`config.mk`:
```
export PLATFORM = sky130hd
export DESIGN_NAME = usb_control_endpoint_handler
export DESIGN_NICKNAME = d
export VERILOG_FILES = /design/src/rtl/ucep_pkg.sv /design/src/rtl/usb_control_endpoint_handler.sv /design/src/rtl/ucep_csr.sv /design/src/rtl/ucep_core.sv
export SDC_FILE = /design/constraint.sdc
export NUM_CORES = 1
export LEC_CHECK = 0
export ABC_CLOCK_PERIOD_IN_PS = 6400
export BUFFER_PORTS_ARGS = -buffer_cell sky130_fd_sc_hd__buf_2
export CAP_MARGIN = 20
export CORE_ASPECT_RATIO = 1.2
export CORE_MARGIN = 5
export CORE_UTILIZATION = 50
export CTS_BUF_LIST = sky130_fd_sc_hd__clkbuf_8
export DETAILED_ROUTE_END_ITERATION = 10
export GPL_TIMING_DRIVEN = 0
export PLACE_DENSITY = 0.72
export SLEW_MARGIN = 20
export SYNTH_ARGS = -nofsm -noshare
export SYNTH_HDL_FRONTEND = slang
export SYNTH_SLANG_ARGS = --single-unit
```
`constraint.sdc`:
```
create_clock -name clock -period 6.4 [get_ports clock]
set_input_delay 0.32 -clock clock [delete_from_list [all_inputs] [get_ports clock]]
set_output_delay 0.32 -clock clock [all_outputs]
set_load 0.01 [all_outputs]
```
`src/rtl/ucep_pkg.sv`:
```
`timescale 1ns / 1ps
// Shared types, codes and constants of the endpoint-zero control handler.
package ucep_pkg;

   // Largest OUT packet taken outside vendor OUT mode.
   localparam logic [6:0] MAX_PACKET = 7'd64;

   // Register indexes on the configuration port.
   localparam logic [2:0] REG_DEVICE_DESC_LENGTH = 3'd0;
   localparam logic [2:0] REG_CONFIG_DESC_LENGTH = 3'd1;
   localparam logic [2:0] REG_STRING0_LENGTH     = 3'd2;
   localparam logic [2:0] REG_STRING1_LENGTH     = 3'd3;
   localparam logic [2:0] REG_STRING2_LENGTH     = 3'd4;
   localparam logic [2:0] REG_STRING3_LENGTH     = 3'd5;

   // Standard and class request codes.
   localparam logic [7:0] REQ_GET_STATUS             = 8'h00;
   localparam logic [7:0] REQ_SET_ADDRESS            = 8'h05;
   localparam logic [7:0] REQ_GET_DESCRIPTOR         = 8'h06;
   localparam logic [7:0] REQ_SET_CONFIG             = 8'h09;
   localparam logic [7:0] REQ_SET_INTERFACE          = 8'h0B;
   localparam logic [7:0] REQ_SET_LINE_CODING        = 8'h20;
   localparam logic [7:0] REQ_SET_CONTROL_LINE_STATE = 8'h22;

   // Descriptor types and request-type field codes.
   localparam logic [7:0] DESC_DEVICE = 8'd1;
   localparam logic [7:0] DESC_CONFIG = 8'd2;
   localparam logic [7:0] DESC_STRING = 8'd3;
   localparam logic [1:0] RTYPE_VENDOR = 2'd2;
   localparam logic [7:0] STRING_COUNT = 8'd4;
   localparam logic [15:0] STATUS_LENGTH = 16'd2;

   typedef enum logic [1:0] {
      OP_SETUP = 2'd0,
      OP_IN    = 2'd1,
      OP_OUT   = 2'd2
   } op_type;

   typedef enum logic [2:0] {
      ACT_NONE    = 3'd0,
      ACT_ZLP     = 3'd1,
      ACT_DEVICE  = 3'd2,
      ACT_CONFIG  = 3'd3,
      ACT_STRING  = 3'd4,
      ACT_STATUS  = 3'd5,
      ACT_VENDOR  = 3'd6
   } action_type;

   // Mode state, one-hot.
   typedef enum logic [2:0] {
      MODE_IDLE = 3'b001,
      MODE_ADDR = 3'b010,
      MODE_VOUT = 3'b100
   } mode_type;

   // Mode codes as shown on the result word.
   localparam logic [1:0] MODE_CODE_IDLE = 2'd0;
   localparam logic [1:0] MODE_CODE_ADDR = 2'd1;
   localparam logic [1:0] MODE_CODE_VOUT = 2'd2;

   typedef struct packed {
      logic [1:0]  operation;
      logic [7:0]  request_attr;
      logic [7:0]  request_code;
      logic [7:0]  value_low;
      logic [7:0]  value_high;
      logic [15:0] request_length;
      logic        in_more_pending;
      logic [6:0]  out_byte_count;
   } item_type;

   typedef struct packed {
      logic [7:0]  device_desc_length;
      logic [15:0] config_desc_length;
      logic [7:0]  string0_length;
      logic [7:0]  string1_length;
      logic [7:0]  string2_length;
      logic [7:0]  string3_length;
   } cfg_type;

   typedef struct packed {
      logic [2:0]  action;
      logic [15:0] reply_length;
      logic [1:0]  string_index;
      logic [6:0]  address_value;
      logic        address_enable;
      logic [1:0]  control_mode;
      logic [15:0] out_remaining;
   } result_type;

endpackage

```
`src/rtl/usb_control_endpoint_handler.sv`:
```
`timescale 1ns / 1ps
// Top level of the USB endpoint-zero control handler.
// Throughput: one word per cycle while rsp_tready is high;
// the decode sits between an input and an output register.
// Reset: synchronous, active high; clears mode, counts, address and valid flags,
// and loads the descriptor length registers with their defaults.
module usb_control_endpoint_handler #(
   parameter logic [6:0] PACKET_LIMIT = ucep_pkg::MAX_PACKET
) (
   input  logic        clock,
   input  logic        reset,
   // Request channel
   input  logic        req_tvalid,
   output logic        req_tready,
   // req_tdata, low bit up: request_attr[7:0], request_code[15:8], value_low[23:16],
   // value_high[31:24], request_length[47:32], in_more_pending[48], out_byte_count[55:49]
   input  logic [55:0] req_tdata,
   // req_tuser: operation[1:0]
   input  logic [1:0]  req_tuser,
   // Response channel
   output logic        rsp_tvalid,
   input  logic        rsp_tready,
   // rsp_tdata, low bit up: reply_length[15:0], string_index[17:16], address_value[24:18],
   // address_enable[25], control_mode[27:26], out_remaining[43:28], zero fill[47:44]
   output logic [47:0] rsp_tdata,
   // rsp_tuser: action[2:0]
   output logic [2:0]  rsp_tuser,
   // Configuration write channel
   input  logic        csr_valid,
   output logic        csr_ready,
   input  logic [2:0]  csr_index,
   input  logic [15:0] csr_data
);
   import ucep_pkg::*;

   cfg_type    cfg;
   item_type   item_ff, item_in;
   logic       in_vld_ff, in_vld_in;
   result_type rsp_ff, rsp_in;
   logic       out_vld_ff, out_vld_in;
   logic       advance;

   ucep_csr u_csr (
      .clock     (clock),
      .reset     (reset),
      .csr_valid (csr_valid),
      .csr_ready (csr_ready),
      .csr_index (csr_index),
      .csr_data  (csr_data),
      .cfg       (cfg)
   );

   ucep_core #(
      .PACKET_LIMIT (PACKET_LIMIT)
   ) u_core (
      .clock  (clock),
      .reset  (reset),
      .fire   (advance),
      .item   (item_ff),
      .cfg    (cfg),
      .result (rsp_in)
   );

   // The held word moves on when the output register is empty or draining.
   assign advance    = in_vld_ff && (!out_vld_ff || rsp_tready);
   assign req_tready = !in_vld_ff || advance;
   assign in_vld_in  = (req_tvalid && req_tready) || (in_vld_ff && !advance);
   assign out_vld_in = advance || (out_vld_ff && !rsp_tready);

   // Unpack the request word.
   always_comb begin
      item_in.operation       = req_tuser;
      item_in.request_attr    = req_tdata[7:0];
      item_in.request_code    = req_tdata[15:8];
      item_in.value_low       = req_tdata[23:16];
      item_in.value_high      = req_tdata[31:24];
      item_in.request_length  = req_tdata[47:32];
      item_in.in_more_pending = req_tdata[48];
      item_in.out_byte_count  = req_tdata[55:49];
   end

   always_ff @(posedge clock) begin
      if (reset) begin
         in_vld_ff  <= 1'b0;
         out_vld_ff <= 1'b0;
      end else begin
         in_vld_ff  <= in_vld_in;
         out_vld_ff <= out_vld_in;
      end
   end

   // Payload registers.
   always_ff @(posedge clock) begin
      if (req_tvalid && req_tready) begin
         item_ff <= item_in;
      end
      if (advance) begin
         rsp_ff <= rsp_in;
      end
   end

   // Pack the response word.
   assign rsp_tvalid = out_vld_ff;
   assign rsp_tuser  = rsp_ff.action;
   assign rsp_tdata  = {4'd0, rsp_ff.out_remaining, rsp_ff.control_mode,
                        rsp_ff.address_enable, rsp_ff.address_value,
                        rsp_ff.string_index, rsp_ff.reply_length};

endmodule

```
`src/rtl/ucep_csr.sv`:
```
`timescale 1ns / 1ps
// Configuration registers holding the descriptor lengths.
module ucep_csr (
   input  logic                 clock,
   input  logic                 reset,
   input  logic                 csr_valid,
   output logic                 csr_ready,
   input  logic [2:0]           csr_index,
   input  logic [15:0]          csr_data,
   output ucep_pkg::cfg_type    cfg
);
   import ucep_pkg::*;

   cfg_type cfg_ff;
   cfg_type cfg_in;

   assign csr_ready = 1'b1;
   assign cfg       = cfg_ff;

   // Decode the register index; unknown indexes are dropped.
   always_comb begin
      cfg_in = cfg_ff;
      if (csr_valid) begin
         case (csr_index)
            REG_DEVICE_DESC_LENGTH: cfg_in.device_desc_length = csr_data[7:0];
            REG_CONFIG_DESC_LENGTH: cfg_in.config_desc_length = csr_data;
            REG_STRING0_LENGTH:     cfg_in.string0_length     = csr_data[7:0];
            REG_STRING1_LENGTH:     cfg_in.string1_length     = csr_data[7:0];
            REG_STRING2_LENGTH:     cfg_in.string2_length     = csr_data[7:0];
            REG_STRING3_LENGTH:     cfg_in.string3_length     = csr_data[7:0];
            default: ;
         endcase
      end
   end

   always_ff @(posedge clock) begin
      if (reset) begin
         cfg_ff.device_desc_length <= 8'd18;
         cfg_ff.config_desc_length <= 16'd0;
         cfg_ff.string0_length     <= 8'd0;
         cfg_ff.string1_length     <= 8'd0;
         cfg_ff.string2_length     <= 8'd0;
         cfg_ff.string3_length     <= 8'd0;
      end else begin
         cfg_ff <= cfg_in;
      end
   end

endmodule

```
`src/rtl/ucep_core.sv`:
```
`timescale 1ns / 1ps
// Event decode and control state (mode, expected OUT count, pending address).
module ucep_core #(
   parameter logic [6:0] PACKET_LIMIT = ucep_pkg::MAX_PACKET
) (
   input  logic                   clock,
   input  logic                   reset,
   input  logic                   fire,
   input  ucep_pkg::item_type     item,
   input  ucep_pkg::cfg_type      cfg,
   output ucep_pkg::result_type   result
);
   import ucep_pkg::*;

   mode_type    mode_ff, mode_in;
   logic [15:0] expected_ff, expected_in;
   logic [6:0]  address_ff, address_in;

   logic [7:0]  string_len;
   logic [6:0]  take_pkt;
   logic [15:0] take;
   logic [2:0]  action;
   logic [15:0] reply_length;
   logic [1:0]  string_index;
   logic        address_enable;

   // Length of the string descriptor selected by the low index bits.
   always_comb begin
      case (item.value_low[1:0])
         2'd0:    string_len = cfg.string0_length;
         2'd1:    string_len = cfg.string1_length;
         2'd2:    string_len = cfg.string2_length;
         default: string_len = cfg.string3_length;
      endcase
   end

   // Bytes taken from an OUT packet, bounded by the packet limit outside vendor OUT mode, and by the count.
   always_comb begin
      if (mode_ff == MODE_VOUT || item.out_byte_count <= PACKET_LIMIT) begin
         take_pkt = item.out_byte_count;
      end else begin
         take_pkt = PACKET_LIMIT;
      end
      if ({9'd0, take_pkt} > expected_ff) begin
         take = expected_ff;
      end else begin
         take = {9'd0, take_pkt};
      end
   end

   // Main decode of one event.
   always_comb begin
      mode_in        = mode_ff;
      expected_in    = expected_ff;
      address_in     = address_ff;
      action         = ACT_NONE;
      reply_length   = 16'd0;
      string_index   = 2'd0;
      address_enable = 1'b0;
      case (item.operation)
         OP_SETUP: begin
            if (item.request_attr[6:5] == RTYPE_VENDOR) begin
               action = ACT_VENDOR;
               if (!item.request_attr[7]) begin
                  expected_in = item.request_length;
                  mode_in     = MODE_VOUT;
               end
            end else begin
               case (item.request_code)
                  REQ_GET_DESCRIPTOR: begin
                     if (item.value_high == DESC_DEVICE) begin
                        action       = ACT_DEVICE;
                        reply_length = {8'd0, cfg.device_desc_length};
                     end else if (item.value_high == DESC_CONFIG) begin
                        action = ACT_CONFIG;
                        if (cfg.config_desc_length > item.request_length) begin
                           reply_length = item.request_length;
                        end else begin
                           reply_length = cfg.config_desc_length;
                        end
                     end else if (item.value_high == DESC_STRING &&
                                  item.value_low < STRING_COUNT) begin
                        action       = ACT_STRING;
                        string_index = item.value_low[1:0];
                        if ({8'd0, string_len} > item.request_length) begin
                           reply_length = item.request_length;
                        end else begin
                           reply_length = {8'd0, string_len};
                        end
                     end
                  end
                  REQ_SET_ADDRESS: begin
                     address_in = item.value_low[6:0];
                     mode_in    = MODE_ADDR;
                     action     = ACT_ZLP;
                  end
                  REQ_SET_CONFIG, REQ_SET_INTERFACE, REQ_SET_LINE_CODING,
                  REQ_SET_CONTROL_LINE_STATE: begin
                     action = ACT_ZLP;
                  end
                  REQ_GET_STATUS: begin
                     action       = ACT_STATUS;
                     reply_length = STATUS_LENGTH;
                  end
                  default: ;
               endcase
            end
         end
         OP_IN: begin
            // The new address takes effect once the status stage is sent.
            if (!item.in_more_pending && mode_ff == MODE_ADDR) begin
               mode_in        = MODE_IDLE;
               address_enable = 1'b1;
            end
         end
         OP_OUT: begin
            expected_in = expected_ff - take;
            if (expected_in == 16'd0) begin
               mode_in = MODE_IDLE;
               action  = ACT_ZLP;
            end
         end
         default: ;
      endcase
   end

   // Result word, showing the state after this event.
   always_comb begin
      result.action         = action;
      result.reply_length   = reply_length;
      result.string_index   = string_index;
      result.address_value  = address_in;
      result.address_enable = address_enable;
      result.out_remaining  = expected_in;
      case (mode_in)
         MODE_ADDR: result.control_mode = MODE_CODE_ADDR;
         MODE_VOUT: result.control_mode = MODE_CODE_VOUT;
         default:   result.control_mode = MODE_CODE_IDLE;
      endcase
   end

   always_ff @(posedge clock) begin
      if (reset) begin
         mode_ff     <= MODE_IDLE;
         expected_ff <= 16'd0;
         address_ff  <= 7'd0;
      end else if (fire) begin
         mode_ff     <= mode_in;
         expected_ff <= expected_in;
         address_ff  <= address_in;
      end
   end

endmodule

```
==> impl_metrics.yaml <==
detailed_routing:
  routedWlPerCell_um: 17.1
  detailed_route_drc_error_count: 0
  routed-via-count: 7462
  wl_um: 22900
  drt-initial-drc-count: 584
  drt_first_pass_iters: 5
  vias_per_cell: 5.57
  route.antenna.remaining_nets: 0
floorplanning:
  chipWidth_um: 131
  core.rowCount: 53
  fp.dieArea_mm2: 0.0204
  starting_density_of_the_core_pct: 50.6
  coreArea_mm2: 0.0174
  die_h_um: 156
  count_of_pins_on_the_block_boundary: 136
global_routing:
  antenna_found_initial: 0
  global_route.overflow_total: 0
  grt_max_degree: 44
  grt_pass1_vias: 7417
  grt.total_usage_pct: 22.5
  global_route_wire_length_before_repair_um: 37000
place:
  placement.setup.worst_slack_ps: 571
  port_buffers: 124
  hpwlAfterDp_um: 17100
  gp_congestion: 0.955
pwr:
  p_sw_w: 0.000757
  cellPowerDensity_mw_per_mm2: 239
  p_comb_share_pct: 16.4
  swShare_pct: 29.6
  share_seq_of_total_power_pct: 51.7
  largest_voltage_drop_on_the_vdd_net_v: 0.000125
  internal_power_w: 0.00180
  static-leakage-power_nw: 4.05
  power.clock.fraction_pct: 31.9
critical_path:
  critPathLaunchType: "flip-flop"
  crit_buf_inv: 1
  arrival_ps: 6160
  timing.critical_path.to_type: "flip-flop"
  critical_path.max_stage_delay_ps: 590
  reg2reg_from: "item_ff[2]$_DFFE_PP_"
  worstSetupPathType: "reg2reg"
  cp.required_ps: 6640
  critical_path.slowest_cell: "or4_4"
  worstPathCellList: "nor4_1 -> nand2_1 -> nand3_1 -> and2_1 -> ha_1 -> nor2b_1 -> o21ai_0 -> nand2b_1 -> a21oi_1 -> o22ai_1 -> o2111ai_1 -> clkbuf_1 -> a21oi_1 -> ha_1 -> a2111o_1 -> o22ai_1 -> xor2_1 -> or4_4 -> or4_4 -> a21boi_2 -> and3b_1"
  r2r_slack_ps: 480
  max_fo_critical_path: 10
  r2r_cells: 21
  reg2reg_to: "rsp_tdata[27]$_DFFE_PP_"
  timing.critical_path.max_delay_family: "simple AND/OR/NAND/NOR gates"
sta:
  slew_violations: 0
  setup_total_negative_slack_ps: 0
  finalHoldViolCount: 0
  layout_worst_path_cycle_share_pct: 92.5
  max_freq_mhz: 169
  final_critical_path_setup_slack_ps: 481
  period_needed_ps: 5920
  final.setup_skew_ps: 20.5
  finalSetupViolations: 0
  setup_repair_after_global_routing_missed_its_margin: "no"
  measured_slew_at_the_worst_slew_check_pin_ps: 768
  timing.slew.headroom_pct: 48.5
clocking:
  cts_made_buffers: 17
  post-cts-setup-buffers: 0
  tritoncts: "built"
  cts.htree.levels: 4
  post_cts_clock_slew_at_the_launch_and_capture_registers_of_the_worst_setup_and_hold_paths_ps: 110
  ctsResizeCount: 0
  clock_sink_count: 184
  cts_max_path_buffers: 2
  clock_latency_ps: 480
  clock-root-buffer: "clkbuf_8"
  post_cts_hold_buffer_count: 47
synthesis:
  post_synth_inst_count: 910
  postSynthAreaPerCell_um2: 9.69
  synth.yosys.seq_area_share_pct: 53.1
  post-synth-top-count-cell: "nand2_1"
  synth.top_cells.by_area: "edfxtp_1, dfxtp_1, nand2_1, a21oi_1, ha_1"
  number_of_synthesized_flops_with_an_enable_pin: 100
  postSynth.asyncResetShare_pct: 0
  synth_top_cell_by_area: "edfxtp_1"
  netlist_top_cells_count: "nand2_1, a21oi_1, edfxtp_1, dfxtp_1, nor2_1"
  synthDominantCellAreaShare_pct: 34.0
  mappedNetlistArea_mm2: 0.00882
  number_of_synthesized_register_bits: 184
  ys_warnings: 0
  synth_cell_type_count: 68
  ys.flop_type: "edfxtp_1"
final_layout:
  final.fill_count: 1477
  antenna_cells: 0
  layout.nets: 1228
  layout-area-overhead-vs-synth_pct: 21.3
  layout-drive-gt1-share_pct: 17.5
hold_path:
  worst_min_delay_path_endpoint: "item_ff[53]$_DFFE_PP_"
  holdCritPathClass: "in2reg"
  worstHoldPathCells: 1
  hold_path.startpoint: "req_tdata[5]"
status:
  run_status: "finished clean"
job:
  drv_cap: 0
metal layers:
| metal | vias to the layer above | track usage (%) | share of wire (%) |
|---|---|---|---|
| met3 | 62 | 4.27 | 4.9 |
| met2 | 255 | 40.9 | 53 |
| li1 | 3651 | - | - |
| met1 | 3494 | 26.0 | 39 |
| met5 | - | 0 | 0 |
| met4 | 0 | 9.41 | 3.3 |
worst max-delay path by stage:
| stage | start | to | slack (ps) | depth (start not counted) |
|---|---|---|---|---|
| global placement | item_ff[2]$_DFFE_PP_ | rsp_tdata[27]$_DFFE_PP_ | 610 | 22 |
| detailed placement | item_ff[3]$_DFFE_PP_ | rsp_tdata[27]$_DFFE_PP_ | 570 | 21 |
| global route | item_ff[2]$_DFFE_PP_ | rsp_tdata[27]$_DFFE_PP_ | 70 | 22 |
| finish | item_ff[2]$_DFFE_PP_ | rsp_tdata[27]$_DFFE_PP_ | 480 | 21 |
| floorplan | item_ff[2]$_DFFE_PP_ | rsp_tdata[27]$_DFFE_PP_ | 1270 | 21 |
| CTS | item_ff[2]$_DFFE_PP_ | rsp_tdata[27]$_DFFE_PP_ | 520 | 21 |
kinds of logic (layout without fill, tap and decap cells):
logic type / count (synthesis) / after routing / synth area share [%]
and+or+nand+nor: 344 / 344 / 17.3
AOI/OAI and AO/OA: 229 / 229 / 15.4
DFF: 184 / 184 / 53.1
buffers and inverters: 79 / 286 / 3.62
adders and majority gates: 39 / 39 / 5.62
muxes: 26 / 26 / 4.18
xor gates and xnor gates: 7 / 7 / 0.695
other: 2 / 5 / 0.0851
layout by cell type (no fill, tap or decap), types with 17 or more instances in the layout:
cell             n
edfxtp_1       100
a21oi_1        123
clkbuf_1        36
ha_1            38
dlygate4sd3_1   49
nor2_1          62
nand2_1        187
clkbuf_8        17
inv_1           30
buf_2          127
o21ai_0         30
dfxtp_1         84
area by class of cell:
type                       count  area [µm²]  area share [%]
multi-input combinational    650        3830            35.8
sequential                   184        4680            43.8
buffer                        47         203            1.89
timing repair buffer         175        1150            10.8
clock buffer                  17         234            2.19
clock inverter                15         200            1.87
inverter                      32         120            1.12
tap                          220         275            2.57
sequential cells by signal (all words and copies together), names as in the netlist:
name / cells
rsp_tuser: 3
u_core.mode_ff: 3
rsp_tdata: 44
item_ff: 53
u_csr.cfg: 56
u_core.expected_ff: 16
in_vld_ff: 1
rsp_tvalid: 1
u_core.address_ff: 7
power by group through the flow:
stage	registers [W]	logic (W)	clock network [W]
2_1_floorplan	0.00135	0.000259	0
3_3_place_gp	0.00135	0.000379	0
3_5_place_dp	0.00135	0.000389	0
4_1_cts	0.00132	0.000413	0.000834
5_1_grt	0.00133	0.000461	0.000884
6_report	0.00132	0.000420	0.000818
metrics by stage:
step,utilization (%),hold slack [ps],power [W],instance area (µm²),cells
6_report,61.4,26.3,0.00256,10700,1340
2_1_floorplan,-,419,0.00161,8830,913
4_1_cts,61.2,1.27,0.00257,10700,1338
3_5_place_dp,56.1,447,0.00174,9780,1259
3_3_place_gp,55.8,439,0.00173,9730,1257
5_1_grt,61.4,0.841,0.00267,10700,1340
Note: power is estimated with default switching activity, not from simulation.
